**src/rtl/sia_delay.sv**
```systemverilog
`default_nettype none
// ----------------------------------------------------------------------------
// sia_delay
// Sideband delay line with a valid bit per stage, aligned to the divider.
// ----------------------------------------------------------------------------
module sia_delay #(
    parameter int DW    = 8,
    parameter int DEPTH = 2
) (
    input  wire logic          clk,
    input  wire logic          rst_n,
    input  wire logic          en,
    input  wire logic          vld_in,
    input  wire logic [DW-1:0] data_in,
    output logic               vld_out,
    output logic      [DW-1:0] data_out
);
    logic          vld_reg  [DEPTH];
    logic [DW-1:0] data_reg [DEPTH];

    always_ff @(posedge clk or negedge rst_n)
    begin
        if (!rst_n)
        begin
            for (int k = 0; k < DEPTH; k++)
            begin
                vld_reg[k] <= 1'b0;
            end
        end
        else if (en)
        begin
            vld_reg[0] <= vld_in;
            for (int k = 1; k < DEPTH; k++)
            begin
                vld_reg[k] <= vld_reg[k-1];
            end
        end
    end

    always_ff @(posedge clk)
    begin
        if (en)
        begin
            data_reg[0] <= data_in;
            for (int k = 1; k < DEPTH; k++)
            begin
                data_reg[k] <= data_reg[k-1];
            end
        end
    end

    assign vld_out  = vld_reg[DEPTH-1];
    assign data_out = data_reg[DEPTH-1];

endmodule
`default_nettype wire

```
**config.mk**
```make
export PLATFORM = sky130hd
export DESIGN_NAME = sia_delay
export DESIGN_NICKNAME = d
export VERILOG_FILES = /design/src/rtl/sia_delay.sv
export SDC_FILE = /design/constraint.sdc
export NUM_CORES = 1
export LEC_CHECK = 0
export BUFFER_PORTS_ARGS = -buffer_cell sky130_fd_sc_hd__buf_4
export CELL_PAD_IN_SITES_DETAIL_PLACEMENT = 1
export CELL_PAD_IN_SITES_GLOBAL_PLACEMENT = 1
export CORE_MARGIN = 2
export CORE_UTILIZATION = 34
export CTS_BUF_LIST = sky130_fd_sc_hd__clkbuf_16
export CTS_CLUSTER_SIZE = 8
export DETAILED_ROUTE_END_ITERATION = 7
export GPL_ROUTABILITY_DRIVEN = 0
export MAX_ROUTING_LAYER = met4
export PLACE_DENSITY = 0.66
export SLEW_MARGIN = 20
export SYNTH_ARGS = -nofsm -noshare
export SYNTH_HDL_FRONTEND = slang
export SYNTH_SLANG_ARGS = --single-unit
```
**constraint.sdc**
```tcl
create_clock -name clk -period 0.8 [get_ports clk]
set_input_delay 0.08 -clock clk [delete_from_list [all_inputs] [get_ports clk]]
set_output_delay 0.08 -clock clk [all_outputs]
set_load 0.1 [all_outputs]
```
---- After elaboration in Yosys (flattened, before gate mapping) ----
Memories as Yosys holds them, arrays and structs flattened.
Cells that the tools add are included.
storage, ports and cells
  register bits ........................... 2
  memories ................................ 1
  output and inout port bits .............. 9
  input port bits ......................... 12
  RAM bits ................................ 16
memories
  name      depth  bits a word  rd ports  clocked after memory_dff  wr ports  line  RTL
  data_reg  2      8            2         0                         2         19    logic [DW-1:0] data_reg [DEPTH];
cells by class
  muxes and demuxes ....................... 2
operators with widths
  operator  number
  $mux W1   2

---- Logic depth before layout (Yosys ltp) ----
Gate-level depths: netlist of run 1.
  depth after elaboration ................. 2
  gate-level depth with buffers ........... 1
  depth with buffers taken out ............ 1

---- Worst setup path after synthesis of run 1 ----
Ideal clock, no wire load.
  path type ............................... register to register
  start point ............................. register vld_out (netlist name)
  end point ............................... register vld_reg (netlist bit vld_out)
  stages on the path, launching flop included .. 2
  path buffers ............................ 0
  period minus slack after synthesis ...... 1256 ps
  slack ................................... -456 ps
  arrival time ............................ 1130 ps
  data required time ...................... 675 ps
  path through ............................ dfrtp_1 > mux2_2
RTL lines
  item                           line  RTL
  end signal, assigned by index  35    vld_reg[k] <= vld_reg[k-1];
  end, declared                  18    logic vld_reg [DEPTH];

---- Worst setup path in the final report of run 1 ----
  start point ............................. register vld_reg (netlist bit vld_out)
  end point ............................... output port vld_out
RTL lines
  item           line  RTL
  end, declared  15    output logic vld_out,
No word-level cell between the ends.

==> flow_summary.toml, run 1 <==
[timing]
slew_headroom_pct = 86.52
tightest_slew_ns = 0.2027
setup-violations-final = 10
fin_crit_ns = 0.9814
report.final.slew_viol_count = 0
finalHoldViolations = 0
min_period_over_period_pct = 122.7
finClkSkew_ns = 0.001025
rsz0062_at_grt = "true"
layout_setup_ws_ns = -0.1814
timing.setup.tns_ns = -1.057
max_freq_mhz = 1019

[setup_path]
critical_path_buf_inv_count = 1
r2r_setup_slack_ns = -0.07
required_ns = 0.72
path_cells = "buf_12"
cp-start-kind = "flop"
slowest_stage = "dfrtp_4"
reg2regPathDepth = 1
crit_start = "vld_out$_DFFE_PN0P_"
crit_path_max_incr_delay_ns = 0.48
crit_fanout = 2
path_depth = 1
rr_startpoint = "vld_out$_DFFE_PN0P_"
end_kind = "output port"
crit_family = "flip-flops"
criticalPathCategory = "flop to output port"
r2r_end = "vld_out$_DFFE_PN0P_"
arrival_ns = 0.90

[route]
drt-vias-per-instance = 4.000
firstDrtPassIters = 4
drc = 0
wl_per_cell_um = 11.94
num_vias = 284
wirelength_um = 848
postRouteAntennaNets = 0
drt_first_iter_violations = 5

[floorplanning]
die_area_mm2 = 0.002159
io_pins = 21
core_mm2 = 0.001708
row_count = 15
dieWidth_um = 46.47
start_util_pct = 35.90
die_y_um = 46.47

[clock_network]
cts_tree = "built"
cts_buffers = 3
htree_levels = 1
worst_skew_pair.late_latency_ns = 0.24
cts_root_buf = "clkbuf_16"
cts_buffer_depth = 2
numClockSinks = 18
clk_pin_slew_ns = 0.05

[yosys]
yosysUniqueCellTypes = 4
ys_seq_area_share_pct = 86.53
ys.warnings.count = 0
synth-seq-cells = 18
syn-num-nets = 40
synth.cell_area_um2 = 613.1
syn_avg_cell_area_um2 = 21.90
syn_inst = 28

[cells_and_area]
syn2layout_area_growth_pct = 45.10
largest_reg_flops = 16
fillers = 156
regArea_um2 = 534.3
nets = 59
drive_gt1_share_pct = 58.70
antenna_cells = 0
multi_input_area_um2 = 22.52

[global_route]
grt_max_degree = 15
grt-ovfl-total = 0
track_usage_pct = 8.655
grt_pass1_wl_um = 1124
grt_antenna_before_repair = 0
grt_pass1_vias = 283

[placement]
port_buffers = 20
dp_slack_ns = -0.03314

[pwr]
ir_drop_v = 0.001442
leakagePower_nw = 0.3497
power.density_mw_per_mm2 = 2857

[status]
violations = "negative setup slack"
status = "complete, but fails checks"

[hold_path]
min_path_cells = 1
min_path_type = "primary input to flop"
hold_end = "data_reg[0][1]$_DFFE_PP_"
hold_start = "data_in[1]"

[run]
drv_cap = 0
## Yosys cell counts
| master | instances | area, µm² |
|---|---|---|
| dfrtp_1 | 2 | 50.05 |
| edfxtp_1 | 16 | 480.5 |
| buf_4 | 8 | 60.06 |
| mux2_2 | 2 | 22.52 |
## metrics by stage
step	instance area, µm²	power, mW	util, %	hold WS [ns]	instances
after CTS	889.6	2.575	52.09	0.006956	71
final	889.6	2.542	52.09	0.01229	71
after floorplan	616.8	1.453	-	-0.2156	28
after global routing	889.6	2.624	52.09	0.005349	71
after global placement	758.2	1.536	44.40	-0.1385	66
after detailed placement	758.2	1.549	44.40	-0.1368	66
## per-layer routing
| layer | up-vias | GRT usage, % | wire [µm] |
|---|---|---|---|
| met5 | - | - | 0 |
| met4 | 0 | 6.857 | 6 |
| met3 | 2 | 3.529 | 44 |
| met2 | 13 | 13.33 | 494 |
| met1 | 139 | 8.500 | 302 |
| li1 | 130 | - | - |
## layout make-up
cell class                      count  share of cell area, %
Clock buffer                        3                  8.439
Timing Repair Buffer               22                  25.04
Clock inverter                      1                 0.4219
Tap cell                           25                  3.516
Multi-Input combinational cell      2                  2.532
Sequential cell                    18                  60.06
## logic make-up after synthesis
kind of cell	count (synthesis)	synth area share, %
DFF	18	86.53
buffers and inverters	8	9.796
muxes	2	3.673
## power by group
part | switching (mW) | leakage (nW) | total, mW | internal, mW
Sequential | 0.0323 | 0.179 | 1.15 | 1.12
Clock | 0.300 | 0.0385 | 0.962 | 0.662
Combinational | 0.295 | 0.132 | 0.431 | 0.136
## worst max path at each step
| stage | to |
|---|---|
| floorplan | vld_out$_DFFE_PN0P_ |
| global placement | vld_out$_DFFE_PN0P_ |
| detailed placement | vld_out$_DFFE_PN0P_ |
| CTS | vld_out |
| global route | vld_out |
| finish | vld_out |
## what timing repair did
item | 4_1_cts | 5_1_grt
resized for setup | 11 | 0
hold endpoints to repair | 2 | 0
setup buffers | 0 | 0
pin swaps | 0 | 0
hold buffers | 1 | 0
endpoints found under the setup margin | 10 | 10
## cell usage in the layout, fill, tap and decap left out, drive strengths merged
master,instances
edfxtp,16
clkbuf,3
buf,21
clkinv,1
dfrtp,2
dlygate4sd3,1
mux2,2
No activity file was read; power rests on OpenSTA's default activity.
==> run 2, diff against run 1 <==
--- a/config.mk
+++ b/config.mk
@@ -16,6 +16,7 @@
 export GPL_ROUTABILITY_DRIVEN = 0
 export MAX_ROUTING_LAYER = met4
 export PLACE_DENSITY = 0.66
+export SKIP_CTS_REPAIR_TIMING = 1
 export SLEW_MARGIN = 20
 export SYNTH_ARGS = -nofsm -noshare
 export SYNTH_HDL_FRONTEND = slang
==> flow_summary.toml, run 2 (synthesis results as in run 1) <==
[timing]
report.final.slew_viol_count = 0
finalHoldViolations = 0
min_period_over_period_pct = 122.7
rsz0062_at_grt = "true"
setup-violations-final = 10
max_freq_mhz = 1019
slew_headroom_pct = 86.52
fin_crit_ns = 0.9814
finClkSkew_ns = 0.001025
tightest_slew_ns = 0.2027
layout_setup_ws_ns = -0.1814

[setup_path]
crit_fanout = 2
path_cells = "buf_12"
crit_path_max_incr_delay_ns = 0.48
rr_startpoint = "vld_out$_DFFE_PN0P_"
required_ns = 0.72
end_kind = "output port"
critical_path_buf_inv_count = 1
r2r_setup_slack_ns = -0.07
crit_family = "flip-flops"
crit_start = "vld_out$_DFFE_PN0P_"
r2r_end = "vld_out$_DFFE_PN0P_"
reg2regPathDepth = 1
slowest_stage = "dfrtp_4"
arrival_ns = 0.90
cp-start-kind = "flop"
criticalPathCategory = "flop to output port"

[cells_and_area]
layout_commonest_cell = "edfxtp_1"
mostFrequentLayoutCells = "16 x edfxtp_1, 11 x buf_4, 8 x buf_6"
drive_gt1_share_pct = 58.70
utilization_pct = 52.09
antenna_cells = 0
final_cell_area_um2 = 889.6
syn2layout_area_growth_pct = 45.10
largest_reg_flops = 16
nets = 59

[route]
wl_per_cell_um = 11.97
drt-vias-per-instance = 4.000
firstDrtPassIters = 4
wl_met2_um = 494
highest_layer = "met4"
drt_first_iter_violations = 5
wirelength_um = 850
postRouteAntennaNets = 0
num_vias = 284
drt-met1-wl_um = 306
drc = 0
wl_met3_um = 42

[clock_network]
clk_pin_slew_ns = 0.05
cts_root_buf = "clkbuf_16"
cts_buffers = 3
cts_tree = "built"
worst_skew_pair.late_latency_ns = 0.24
numClockSinks = 18
cts_buffer_depth = 2
htree_levels = 1

[pwr]
power.density_mw_per_mm2 = 2857
ir_drop_v = 0.001442
leakagePower_nw = 0.3497

[global_route]
grt_pass1_wl_um = 1110
grt_antenna_before_repair = 0
track_usage_pct = 8.487
grt_max_degree = 15
grt-ovfl-total = 0
grt_pass1_vias = 268

[status]
status = "complete, but fails checks"
violations = "negative setup slack"

[floorplanning]
io_pins = 21
row_count = 15
start_util_pct = 35.90
die_area_mm2 = 0.002159
core_mm2 = 0.001708
dieWidth_um = 46.47
die_y_um = 46.47

[placement]
port_buffers = 20
placed_cell_area_um2 = 758.2
dp_slack_ns = -0.03314

[hold_path]
hold_start = "data_in[1]"
hold_end = "data_reg[0][1]$_DFFE_PP_"
min_path_type = "primary input to flop"
min_path_cells = 1

[run]
drv_cap = 0
run 2: final cells by class:
| cell class | count | area, µm² |
|---|---|---|
| fill | 159 | 818.3 |
| sequential | 18 | 534.3 |
| timing repair buffer | 22 | 222.7 |
| clock buffer | 3 | 75.07 |
| tap | 25 | 31.28 |
| multi-input combinational | 2 | 22.52 |
| clock inverter | 1 | 3.754 |
run 2: layer usage:
metal / global-route usage (%) / vias up
met4: 6.857 / 0
met5: - / -
met3: 3.529 / 2
met2: 12.22 / 13
li1: - / 130
met1: 9.000 / 139
run 2: worst max-delay path by stage:
| stage | to | slack (ns) | cells past startpoint |
|---|---|---|---|
| after floorplan | vld_out$_DFFE_PN0P_ | -0.22 | 1 |
| after global placement | vld_out$_DFFE_PN0P_ | -0.03 | 1 |
| after detailed placement | vld_out$_DFFE_PN0P_ | -0.03 | 1 |
| after CTS | vld_out | -0.23 | 1 |
| after global routing | vld_out | -0.20 | 1 |
| final | vld_out | -0.18 | 1 |
run 2: power by group:
part	internal (mW)	leakage, nW	switching, mW
Clock	0.662	0.0385	0.300
Sequential	1.12	0.179	0.0323
Combinational	0.136	0.132	0.295
Total	1.91	0.350	0.627
run 2: stage by stage:
step | hold WS (ns) | total power, mW | setup TNS (ns) | std cells
2_1_floorplan | -0.2156 | 1.453 | -0.2205 | 28
3_3_place_gp | -0.1385 | 1.536 | -0.02560 | 66
3_5_place_dp | -0.1368 | 1.549 | -0.03314 | 66
4_1_cts | -0.3973 | 2.525 | -1.431 | 70
5_1_grt | 0.005349 | 2.624 | -1.303 | 71
6_report | 0.01229 | 2.542 | -1.057 | 71
==> run 3, diff against run 2 <==
--- a/config.mk
+++ b/config.mk
@@ -9,13 +9,13 @@
 export CELL_PAD_IN_SITES_DETAIL_PLACEMENT = 1
 export CELL_PAD_IN_SITES_GLOBAL_PLACEMENT = 1
 export CORE_MARGIN = 2
-export CORE_UTILIZATION = 34
-export CTS_BUF_LIST = sky130_fd_sc_hd__clkbuf_16
+export CORE_UTILIZATION = 35
+export CTS_BUF_LIST = sky130_fd_sc_hd__clkbuf_4 sky130_fd_sc_hd__clkbuf_8
 export CTS_CLUSTER_SIZE = 8
 export DETAILED_ROUTE_END_ITERATION = 7
 export GPL_ROUTABILITY_DRIVEN = 0
 export MAX_ROUTING_LAYER = met4
-export PLACE_DENSITY = 0.66
+export PLACE_DENSITY = 0.67
 export SKIP_CTS_REPAIR_TIMING = 1
 export SLEW_MARGIN = 20
 export SYNTH_ARGS = -nofsm -noshare
==> flow_summary.toml, run 3 (synthesis results as in run 1) <==
[timing]
max_freq_mhz = 963.7
finClkSkew_ns = 0.0006430
setup-violations-final = 10
slew_headroom_pct = 86.49
fin_crit_ns = 1.038
tightest_slew_ns = 0.2031
timing.setup.tns_ns = -1.564
rsz0062_at_grt = "true"
layout_setup_ws_ns = -0.2376
report.final.slew_viol_count = 0
min_period_over_period_pct = 129.7
finalHoldViolations = 0

[setup_path]
required_ns = 0.72
end_kind = "output port"
slowest_stage = "dfrtp_4"
criticalPathCategory = "flop to output port"
crit_family = "flip-flops"
path_cells = "buf_12"
arrival_ns = 0.96
critical_path_buf_inv_count = 1
crit_path_max_incr_delay_ns = 0.50
cp-start-kind = "flop"
crit_fanout = 2

[clock_network]
cts_buffers = 3
numClockSinks = 18
worst_skew_pair.late_latency_ns = 0.28
clk_pin_slew_ns = 0.09
cts_tree = "built"
cts_buffer_depth = 2
htree_levels = 1
cts_root_buf = "clkbuf_4"

[placement]
dp.cells = 58
port_buffers = 20

[pwr]
combPwrFrac_pct = 21.7
swShare_pct = 27.83
seqPwrFrac_pct = 53.3
ir_drop_v = 0.001180
total_power_mw = 2.148
p_int_mw = 1.550
leakagePower_nw = 0.3656
switchingPower_uw = 597.9
power.density_mw_per_mm2 = 2342
clockPowerShare_pct = 25.0

[floorplanning]
die_y_um = 45.86
io_pins = 21
row_count = 15
dieWidth_um = 45.86
die_area_mm2 = 0.002103
start_util_pct = 36.30
core_mm2 = 0.001689

[cells_and_area]
stdcell_count = 71
largest_reg_flops = 16
layout_commonest_cell = "edfxtp_1"
antenna_cells = 0
mostFrequentLayoutCells = "16 x edfxtp_1, 11 x buf_4, 9 x dlygate4sd3_1"
regArea_um2 = 534.3
nets = 67
syn2layout_area_growth_pct = 49.59
multi_input_area_um2 = 22.52
fillers = 147
drive_gt1_share_pct = 51.85

[route]
firstDrtPassIters = 1
drt_first_iter_violations = 0
postRouteAntennaNets = 0
num_vias = 315
drt-vias-per-instance = 4.437
wl_per_cell_um = 14.77
wirelength_um = 1049
drc = 0

[global_route]
track_usage_pct = 9.560
grt-ovfl-total = 0
grt_pass1_wl_um = 1290
grt_max_degree = 13
grt_pass1_vias = 301
grt_antenna_before_repair = 0

[status]
violations = "negative setup slack"
status = "complete, but fails checks"

[hold_path]
min_path_type = "primary input to flop"

[run]
drv_cap = 0
-- run 3: per-layer routing --
metal / global-route usage (%) / part of all wire (%)
met1: 9.114 / 34
met2: 15.83 / 57
met3: 3.175 / 7.7
met4: 6.857 / 0.76
met5: - / 0
-- run 3: final timing paths --
check / start / cells after the start / slack (ns) / end
max in group asynchronous: rst_n / 2 / 0.59 / vld_out$_DFFE_PN0P_
setup reg to reg: vld_out$_DFFE_PN0P_ / 1 / -0.09 / vld_out$_DFFE_PN0P_
hold / removal: vld_in / 2 / 0.04 / vld_reg[1]$_DFFE_PN0P_
min in group asynchronous: rst_n / 2 / 0.12 / vld_out$_DFFE_PN0P_
setup / recovery: vld_out$_DFFE_PN0P_ / 1 / -0.24 / vld_out
hold reg to reg: data_reg[0][3]$_DFFE_PP_ / 0 / 0.43 / data_reg[0][11]$_DFFE_PP_
-- run 3: final cells by class --
type | count | share of cell area, %
well taps | 17 | 2.319
multi-input cells | 2 | 2.456
clock buffers | 4 | 3.956
flip-flops and latches | 18 | 58.25
repair buffers | 30 | 33.01
-- run 3: power groups by stage --
stage	combinational (mW)	sequential (mW)	clock (mW)
after floorplan	0.248	1.21	0
after global placement	0.388	1.15	0
after detailed placement	0.394	1.16	0
after CTS	0.395	1.14	0.559
after global routing	0.481	1.15	0.591
final	0.467	1.14	0.537
-- run 3: metrics by stage --
step                      area, µm²  hold slack [ns]  setup slack [ns]  utilization, %
after floorplan               616.8          -0.2156           -0.2205               -
after global placement        748.2          -0.1384          -0.02533           44.30
after detailed placement      748.2          -0.1361          -0.03831           44.30
after CTS                     784.5          -0.4539           -0.2948           46.44
after global routing          917.1          0.03555           -0.2715           54.30
final                         917.1          0.04259           -0.2376           54.30
